[src/design/rrva_pkg.sv]
`timescale 1ns / 1ps
// ----------------------------------------------------------------------------
// rrva_pkg: shared definitions for the round-robin voice allocator
// Voice count, field widths and the event opcodes.
// ----------------------------------------------------------------------------
package rrva_pkg;

   // Voice count in use and the slot count that the masks are sized for
   localparam int MaxSlots = 8;
   localparam int Voices   = 8;
   localparam int SlotW    = $clog2(MaxSlots);
   localparam int CountW   = $clog2(Voices) + 1;

   localparam int KeyW = 7;
   localparam int VelW = 7;
   localparam int OpW  = 2;

   // Mask with one bit set per voice in use
   localparam logic [MaxSlots-1:0] AllVoices = {MaxSlots{1'b1}} >> (MaxSlots - Voices);

   typedef enum logic [OpW-1:0] {
      OP_NOTE_ON  = 2'd0,
      OP_NOTE_OFF = 2'd1,
      OP_ALL_OFF  = 2'd2
   } op_type;

   typedef logic [SlotW-1:0] slot_type;
   typedef logic [KeyW-1:0]  key_type;

   // Next voice in round-robin order
   function automatic slot_type next_slot(input slot_type s);
      slot_type r;
      if (int'(s) == Voices - 1) begin
         r = '0;
      end else begin
         r = s + slot_type'(1);
      end
      return r;
   endfunction

endpackage

[src/design/round_robin_voice_allocator_unit.sv]
`timescale 1ns / 1ps
// ----------------------------------------------------------------------------
// round_robin_voice_allocator_unit: polyphonic voice allocator
// Assigns note-on events to idle voices in round-robin order, steals the
// voice at the pointer when all are sounding, and builds release masks for
// note-off and all-notes-off events.
// ----------------------------------------------------------------------------
// A transaction is taken when start is high and busy is low. A note on
// examines one voice per cycle with a single mask test, starting at the
// round-robin pointer, until an idle voice is found or all are tested; a
// note off (or note on with zero velocity) compares the key against each
// stored voice key with one shared comparator. All notes off and the unused
// opcode finish at once. The result appears on the rsp_ ports for one cycle
// marked by rsp_valid, in the cycle in which busy falls, and must be captured
// then: the receiver cannot stall the block.
module round_robin_voice_allocator_unit (
   input  logic                          clock,
   input  logic                          reset,
   input  logic                          start,
   output logic                          busy,
   input  logic [rrva_pkg::OpW-1:0]      req_op,
   input  logic [rrva_pkg::KeyW-1:0]     req_key,
   input  logic [rrva_pkg::VelW-1:0]     req_velocity,
   input  logic [rrva_pkg::MaxSlots-1:0] req_active_mask,
   output logic                          rsp_valid,
   output logic                          rsp_started,
   output logic [rrva_pkg::SlotW-1:0]    rsp_voice_slot,
   output logic                          rsp_stolen,
   output logic [rrva_pkg::KeyW-1:0]     rsp_note_key,
   output logic [rrva_pkg::VelW-1:0]     rsp_note_velocity,
   output logic [rrva_pkg::MaxSlots-1:0] rsp_release_mask
);

   typedef enum logic [1:0] {
      ST_IDLE,
      ST_ALLOC,
      ST_RELEASE
   } state_type;

   state_type                    state_ff, state_in;
   rrva_pkg::slot_type           ptr_ff, ptr_in;
   rrva_pkg::key_type            keys_ff [rrva_pkg::MaxSlots];
   rrva_pkg::key_type            keys_in [rrva_pkg::MaxSlots];
   rrva_pkg::slot_type           idx_ff, idx_in;
   logic [rrva_pkg::CountW-1:0]  count_ff, count_in;
   rrva_pkg::key_type            key_ff, key_in;
   logic [rrva_pkg::VelW-1:0]    vel_ff, vel_in;
   logic [rrva_pkg::MaxSlots-1:0] act_ff, act_in;
   logic [rrva_pkg::MaxSlots-1:0] rel_ff, rel_in;

   logic                          valid_ff, valid_in;
   logic                          started_ff, started_in;
   rrva_pkg::slot_type            slot_ff, slot_in;
   logic                          stolen_ff, stolen_in;
   rrva_pkg::key_type             nkey_ff, nkey_in;
   logic [rrva_pkg::VelW-1:0]     nvel_ff, nvel_in;
   logic [rrva_pkg::MaxSlots-1:0] relmask_ff, relmask_in;

   logic accept;
   logic last_voice;
   logic key_hit;

   assign accept     = start && (state_ff == ST_IDLE);
   assign last_voice = (count_ff == rrva_pkg::CountW'(rrva_pkg::Voices - 1));
   // Shared key comparator on the voice under examination
   assign key_hit    = (keys_ff[idx_ff] == key_ff);

   // Sequence the scan and build the next state
   always_comb begin
      state_in   = state_ff;
      ptr_in     = ptr_ff;
      keys_in    = keys_ff;
      idx_in     = idx_ff;
      count_in   = count_ff;
      key_in     = key_ff;
      vel_in     = vel_ff;
      act_in     = act_ff;
      rel_in     = rel_ff;
      valid_in   = 1'b0;
      started_in = started_ff;
      slot_in    = slot_ff;
      stolen_in  = stolen_ff;
      nkey_in    = nkey_ff;
      nvel_in    = nvel_ff;
      relmask_in = relmask_ff;

      unique case (state_ff)
         ST_IDLE: begin
            if (accept) begin
               key_in   = req_key;
               vel_in   = req_velocity;
               act_in   = req_active_mask;
               idx_in   = ptr_ff;
               count_in = '0;
               rel_in   = '0;
               case (req_op)
                  rrva_pkg::OP_NOTE_ON: begin
                     if (req_velocity != '0) begin
                        state_in = ST_ALLOC;
                     end else begin
                        idx_in   = '0;
                        state_in = ST_RELEASE;
                     end
                  end
                  rrva_pkg::OP_NOTE_OFF: begin
                     idx_in   = '0;
                     state_in = ST_RELEASE;
                  end
                  rrva_pkg::OP_ALL_OFF: begin
                     valid_in   = 1'b1;
                     started_in = 1'b0;
                     slot_in    = '0;
                     stolen_in  = 1'b0;
                     nkey_in    = '0;
                     nvel_in    = '0;
                     relmask_in = rrva_pkg::AllVoices;
                  end
                  default: begin
                     // Unused opcode: report an empty result
                     valid_in   = 1'b1;
                     started_in = 1'b0;
                     slot_in    = '0;
                     stolen_in  = 1'b0;
                     nkey_in    = '0;
                     nvel_in    = '0;
                     relmask_in = '0;
                  end
               endcase
            end
         end

         ST_ALLOC: begin
            // Test one voice per cycle; take the first idle one, else steal
            if (!act_ff[idx_ff] || last_voice) begin
               valid_in   = 1'b1;
               started_in = 1'b1;
               nkey_in    = key_ff;
               nvel_in    = vel_ff;
               relmask_in = '0;
               state_in   = ST_IDLE;
               if (!act_ff[idx_ff]) begin
                  slot_in         = idx_ff;
                  stolen_in       = 1'b0;
                  keys_in[idx_ff] = key_ff;
                  ptr_in          = rrva_pkg::next_slot(ptr_ff);
               end else begin
                  slot_in         = ptr_ff;
                  stolen_in       = 1'b1;
                  keys_in[ptr_ff] = key_ff;
               end
            end else begin
               idx_in   = rrva_pkg::next_slot(idx_ff);
               count_in = count_ff + rrva_pkg::CountW'(1);
            end
         end

         ST_RELEASE: begin
            // Compare one stored key per cycle and collect the matches
            rel_in[idx_ff] = key_hit;
            if (last_voice) begin
               valid_in       = 1'b1;
               started_in     = 1'b0;
               slot_in        = '0;
               stolen_in      = 1'b0;
               nkey_in        = '0;
               nvel_in        = '0;
               relmask_in     = rel_ff;
               relmask_in[idx_ff] = key_hit;
               state_in       = ST_IDLE;
            end else begin
               idx_in   = rrva_pkg::next_slot(idx_ff);
               count_in = count_ff + rrva_pkg::CountW'(1);
            end
         end

         default: begin
            state_in = ST_IDLE;
         end
      endcase
   end

   // Hold state, voice keys and the registered result
   always_ff @(posedge clock) begin
      if (reset) begin
         state_ff <= ST_IDLE;
         ptr_ff   <= '0;
         valid_ff <= 1'b0;
         for (int v = 0; v < rrva_pkg::MaxSlots; v++) begin
            keys_ff[v] <= '0;
         end
      end else begin
         state_ff <= state_in;
         ptr_ff   <= ptr_in;
         valid_ff <= valid_in;
         keys_ff  <= keys_in;
      end
      idx_ff     <= idx_in;
      count_ff   <= count_in;
      key_ff     <= key_in;
      vel_ff     <= vel_in;
      act_ff     <= act_in;
      rel_ff     <= rel_in;
      started_ff <= started_in;
      slot_ff    <= slot_in;
      stolen_ff  <= stolen_in;
      nkey_ff    <= nkey_in;
      nvel_ff    <= nvel_in;
      relmask_ff <= relmask_in;
   end

   assign busy              = (state_ff != ST_IDLE);
   assign rsp_valid         = valid_ff;
   assign rsp_started       = started_ff;
   assign rsp_voice_slot    = slot_ff;
   assign rsp_stolen        = stolen_ff;
   assign rsp_note_key      = nkey_ff;
   assign rsp_note_velocity = nvel_ff;
   assign rsp_release_mask  = relmask_ff;

   // A result is never shown while a scan is still running
   assert property (@(posedge clock) disable iff (reset) rsp_valid |-> !busy)
      else $error("result strobe while busy");

   // Every accepted transaction either starts a scan or reports at once
   assert property (@(posedge clock) disable iff (reset)
      (start && !busy) |=> (busy || rsp_valid))
      else $error("accepted transaction dropped");

   // A steal is only reported for a started voice, and a start releases nothing
   assert property (@(posedge clock) disable iff (reset)
      (rsp_valid && rsp_started) |-> (rsp_release_mask == '0))
      else $error("release mask set on a note start");

   assert property (@(posedge clock) disable iff (reset)
      (rsp_valid && rsp_stolen) |-> (rsp_started && rsp_voice_slot == $past(ptr_ff)))
      else $error("steal not at the round-robin pointer");

endmodule
[config.mk]
export PLATFORM = sky130hd
export DESIGN_NAME = round_robin_voice_allocator_unit
export DESIGN_NICKNAME = d
export VERILOG_FILES = /design/src/design/rrva_pkg.sv /design/src/design/round_robin_voice_allocator_unit.sv
export SDC_FILE = /design/constraint.sdc
export NUM_CORES = 1
export LEC_CHECK = 0
export BUFFER_PORTS_ARGS = -buffer_cell sky130_fd_sc_hd__buf_2
export CAP_MARGIN = 20
export CELL_PAD_IN_SITES_DETAIL_PLACEMENT = 0
export CELL_PAD_IN_SITES_GLOBAL_PLACEMENT = 1
export CORE_ASPECT_RATIO = 0.5
export CORE_MARGIN = 2
export CORE_UTILIZATION = 43
export CTS_BUF_LIST = sky130_fd_sc_hd__clkbuf_8
export DETAILED_ROUTE_END_ITERATION = 7
export PLACE_DENSITY = 0.74
export SLEW_MARGIN = 30
export SYNTH_ARGS = -nofsm -noshare
export SYNTH_HDL_FRONTEND = slang
export SYNTH_SLANG_ARGS = --single-unit
[constraint.sdc]
create_clock -name clock -period 5.7 [get_ports clock]
set_input_delay 0.285 -clock clock [delete_from_list [all_inputs] [get_ports clock]]
set_output_delay 0.285 -clock clock [all_outputs]
set_load 0.03 [all_outputs]
Word level (Yosys, flattened, before mapping)
Cells that the tools add are included.
{"block": "word_totals", "reg_bits": 126, "latch_bits": 0, "mem_bits_rw": 0, "rom_bits": 0, "inputBits": 27, "elab_cells": 136, "memories": 0}
{"block": "classes", "addsub": 3, "mul": 0, "n_div": 0, "order_cmp": 6, "eq_ne": 15, "n_shift": 0, "mux": 66, "bitwise_logic": 3, "reduce_logical": 20}
{"operator": "$bwmux 56", "n": 2}
{"operator": "$mux 7", "n": 9}
{"operator": "$mux 56", "n": 1}
{"operator": "$demux 7 s3", "n": 2}
{"operator": "$pmux 7 s3", "n": 2}
{"operator": "$mux 3", "n": 11}
{"operator": "$mux 8", "n": 4}
{"operator": "$pmux 8 s2", "n": 2}
{"operator": "$pmux 8 s3", "n": 1}
{"operator": "$bmux 7 s3", "n": 1}
{"operator": "$pmux 3 s3", "n": 2}
{"operator": "$mux 1", "n": 12}
{"operator": "$mux 4", "n": 3}
{"operator": "$ne 2x2->1 const B", "n": 6}
{"operator": "$pmux 4 s3", "n": 1}
{"operator": "$pmux 1 s3", "n": 3}
{"operator": "$bwmux 8", "n": 1}
{"operator": "$ge 4x4->1 const B", "n": 2}
{"operator": "$lt 4x1->1 const B", "n": 2}
{"operator": "$mux 2", "n": 4}
{"operator": "$not 3->4", "n": 2}
{"operator": "$reduce_and 4->1", "n": 2}
{"operator": "$eq 7x7->1", "n": 1}
{"operator": "$reduce_bool 7->1", "n": 1}
{"operator": "25 further kinds", "n": 36}

Logic depth before layout (Yosys ltp)
{"block": "logic_depth", "depth_word": 8, "ltp_mapped": 10, "mapped_depth_nobuf": 7}

Worst setup path after synthesis
No wires, ideal clock.
{"block": "synth_timing", "kind": "reg2reg", "startpoint": "register idx_ff[0]", "endpoint": "register nkey_ff[0] (netlist: rsp_note_key[0]) (enable)", "t_arrival_ns": 3.643, "setup_slack_ns": 1.604, "stages_incl_launch_ff": 7, "path_buffers": 1, "period_less_slack_ns": 4.096, "cell_sequence": "edfxtp_1 buf_6 mux4_2 mux2_4 a21oi_2 nor2_1 a211oi_1"}
{"block": "synth_between", "elab_chain_len": 6}
{"element": "start: declaration", "line_no": "round_robin_voice_allocator_unit.sv:44", "text": "rrva_pkg::slot_type idx_ff, idx_in;"}
{"element": "start signal: assignment", "line_no": "round_robin_voice_allocator_unit.sv:197", "text": "idx_ff <= idx_in;"}
{"element": "$bmux 1 s3", "line_no": "round_robin_voice_allocator_unit.sv:134", "text": "if (!act_ff[idx_ff] || last_voice) begin"}
{"element": "$mux 1 (not written as such)", "line_no": "round_robin_voice_allocator_unit.sv:134"}
{"element": "$logic_not 1->1"}
{"element": "$logic_or 1x1->1", "line_no": "round_robin_voice_allocator_unit.sv:134"}
{"element": "$ne 2x2->1 (no line)"}
{"element": "$reduce_and 5->1 (no line)"}
{"element": "end signal: assignment", "line_no": "round_robin_voice_allocator_unit.sv:206", "text": "nkey_ff <= nkey_in;"}
{"element": "end: declaration", "line_no": "round_robin_voice_allocator_unit.sv:55", "text": "rrva_pkg::key_type nkey_ff, nkey_in;"}
Every way passes these cells. The select of a mux whose other input is x is not followed.
A chain may end at the register's enable or synchronous reset.

Worst setup path in the final report
{"block": "layout_timing", "startpoint": "register idx_ff[1]", "endpoint": "register relmask_ff (netlist bit rsp_release_mask[7]), data pin"}
{"block": "layout_between", "elab_chain_len": 8}
{"element": "$not 3->4 (not written as such)", "line_no": "round_robin_voice_allocator_unit.sv:66", "text": "assign key_hit = (keys_ff[idx_ff] == key_ff);"}
{"element": "$bmux 7 s3", "line_no": "round_robin_voice_allocator_unit.sv:66"}
{"element": "$mux 7 (not written as such) (2 in a row)", "line_no": "round_robin_voice_allocator_unit.sv:66"}
{"element": "$eq 7x7->1", "line_no": "round_robin_voice_allocator_unit.sv:66"}
{"element": "$bwmux 8 *", "line_no": "round_robin_voice_allocator_unit.sv:168", "text": "relmask_in[idx_ff] = key_hit;"}
{"element": "$mux 8 *", "line_no": "round_robin_voice_allocator_unit.sv:160", "text": "if (last_voice) begin"}
{"element": "$pmux 8 s3 *", "line_no": "round_robin_voice_allocator_unit.sv:87", "text": "unique case (state_ff)"}
{"element": "via relmask_in (one bit)", "line_no": "round_robin_voice_allocator_unit.sv:57", "text": "logic [rrva_pkg::MaxSlots-1:0] relmask_ff, relmask_in;"}
{"element": "end signal: assignment", "line_no": "round_robin_voice_allocator_unit.sv:208", "text": "relmask_ff <= relmask_in;"}
{"element": "end: declaration", "line_no": "round_robin_voice_allocator_unit.sv:57"}
Mark *: on every way through the listed nets, which the timed path passes. The rest lies on a longest branch. The select of a mux whose other input is x is not followed.

==> results.ini <==
[worst_setup_path]
crit_required_ns = 5.96
cp_cell_sequence = clkinv_1 -> mux4_2 -> xnor2_1 -> a221oi_1 -> nand4_1 -> o21ai_0
reg2reg_to = rsp_release_mask[7]
crit_fanout = 20
rr_worst_depth = 6
startpoint_type = register
r2r_start = idx_ff[1]
worst_path_largest_cell_delay_ns = 0.94
criticalPathCategory = reg2reg
end_kind = register
arrival_ns = 3.92
r2r_slack_ns = 2.04
crit_family = flip-flops
slowest_stage = edfxtp_1
critPathBufInv = 1

[placement]
hpwl_um = 9290
io_buffers = 55
gp_congestion = 0.850
place_ws_ns = 2.05

[timing]
fin_tns_setup_ns = 0
setup_viol = 0
timing.final.ws_setup_ns = 2.04
clock_skew_ns = 0.0165
clock.fmax_ghz = 0.273
post-route-period-util = 0.643
relSlewSlack = 0.375
tightest_slew_ns = 0.937
rsz0062_at_grt = no
hold_violations = 0
period_needed_ns = 3.66
whs_ns = 0.0255
slew_violations = 0

[synthesis]
synthTopCellsByArea = edfxtp_1 33%, dfxtp_1 21%, mux2i_1 4.9%, a21oi_1 4.7%, nand3_1 4.5%
syn_area_per_cell_um2 = 10.7
yosysSeqAreaShare = 0.536
synth.distinct_cells = 53
synth_top_cells_by_count = 66 x nand2_1, 64 x edfxtp_1, 62 x dfxtp_1, 55 x a21oi_1, 53 x nand3_1
synth-edff-count = 64
syn_inst = 553
syn_nets = 589
synthFlopType = edfxtp_1
async_flop_share = 0
synth_area_um2 = 5910
yosysTopAreaCellShare = 0.325
ys_seq_elements = 126
yosysTopAreaCell = edfxtp_1
synth.most_common_cell = nand2_1
ys_warn_count = 0

[pwr]
power_per_cell_area_nw_per_um2 = 335
irDropWorstVdd_mv = 0.137
p_leak_nw = 2.47

[global_route]
gr-usage-all-layers = 0.199
grt_max_degree = 64
grt_pass1_vias = 3853
antenna_found_initial = 0
grt_pass1_wl_um = 21900
overflow = 0

[floorplanning]
io_pins = 56
core_area_um2 = 13500
die_area_um2 = 14700
row_count = 30
die_w_um = 170
start_util = 0.438
die_h_um = 86.9

[route]
drc = 0
drt_iter0_drc = 345
vias_per_cell = 5.58
dr.pass1.iters = 6
wl_per_cell_um = 18.1
ant_nets = 0
route.vias.total = 4371
drt_wl_total_um = 14200

[min_path]
min_to = key_ff[5]
min_from = req_key[5]
hold_path_depth = 1
min_path_type = in2reg

[outcome]
status = finished, final reports clean

[final_layout]
num_antenna_cells = 0
nFillCells = 1225
area_delta_synth_final_pct = 14.3
drive_gt1_frac = 0.202
nNetsFinal = 631

[clocking]
cts_buffer_depth = 2
cts_setup_buffers = 0
cts_root_buf = clkbuf_8
numCtsBuffers = 17
cts_tree = done
cts_num_sinks = 126
postCtsHoldBufs = 0
clk_pin_slew_ns = 0.08
cts_max_level = 4
cts.repair.resized = 0
clock_latency_ns = 0.44

[job]
drv_cap = 0

==> metrics by stage <==
stage          utilization  std cells  total power, mW  instance area, µm²
4_1_cts              0.497        779             2.27                6700
5_1_grt              0.501        784             2.34                6750
6_report             0.501        784             2.26                6750
3_3_place_gp         0.465        747             1.42                6260
2_1_floorplan            -        553             1.33                5910
3_5_place_dp         0.465        747             1.42                6260
==> layer usage <==
metal,part of all wire,GRT usage,vias up
li1,-,-,2100
met1,0.50,0.292,2117
met2,0.43,0.283,133
met3,0.053,0.0577,21
met4,0.014,0.0653,0
met5,0,0,-
==> placed cells by master (no fill, tap or decap), drive strengths merged, types with 4 or more instances in the layout <==
master,netlist,final
xnor2,5,5
inv,9,14
o211ai,8,8
ha,9,9
nand2,71,71
nor2,26,26
a21oi,56,56
a41oi,8,8
nor3,10,10
clkbuf,29,23
nand3,53,53
nor2b,4,4
edfxtp,64,64
dfxtp,62,62
dlygate4sd3,0,5
mux4,9,9
nand4,4,4
buf,14,61
o21ai,20,20
and2,18,18
mux2i,36,36
==> flip-flops by register name, summed over array words and instances, names as in the netlist <==
register,flops
vel_ff,7
rsp_started,1
state_ff,2
rsp_valid,1
rsp_stolen,1
rsp_voice_slot,3
rel_ff,8
key_ff,7
rsp_note_key,7
ptr_ff,3
rsp_release_mask,8
act_ff,8
rsp_note_velocity,7
idx_ff,3
count_ff,4
keys_ff,56
==> worst max-delay path by stage <==
stage / end / cells past startpoint / start
after floorplan: rsp_note_key[0] / 6 / idx_ff[0]
after global placement: rsp_release_mask[0] / 6 / idx_ff[1]
after detailed placement: rsp_release_mask[7] / 6 / idx_ff[1]
after CTS: rsp_release_mask[7] / 6 / idx_ff[1]
after global routing: rsp_release_mask[0] / 6 / idx_ff[1]
final: rsp_release_mask[7] / 6 / idx_ff[1]
==> layout make-up <==
cell class | count | area [µm²] | share of cell area
Sequential cell | 126 | 3160 | 0.468
Inverter | 10 | 37.5 | 0.00556
Clock buffer | 23 | 317 | 0.0469
Multi-Input combinational cell | 374 | 2530 | 0.374
Clock inverter | 9 | 116 | 0.0172
Timing Repair Buffer | 66 | 370 | 0.0548
Tap cell | 176 | 220 | 0.0326
==> logic make-up (layout without fill, tap and decap cells) <==
| group | count (synthesis) | in the layout | synth area share |
|---|---|---|---|
| compound gates | 114 | 114 | 0.122 |
| mux | 46 | 46 | 0.111 |
| simple gates | 198 | 198 | 0.161 |
| xor+xnor | 7 | 7 | 0.0104 |
| fa+ha+maj | 9 | 9 | 0.0191 |
| buf+inv | 53 | 108 | 0.0405 |
| flops | 126 | 126 | 0.536 |
==> power by group <==
group / leakage [nW] / total [mW] / switching, mW / internal, mW
clock network: 0.237 / 0.856 / 0.359 / 0.497
logic: 1.10 / 0.351 / 0.236 / 0.115
registers: 1.13 / 1.05 / 0.0393 / 1.01
total: 2.47 / 2.26 / 0.634 / 1.63
(Power assumes the default switching activity.)
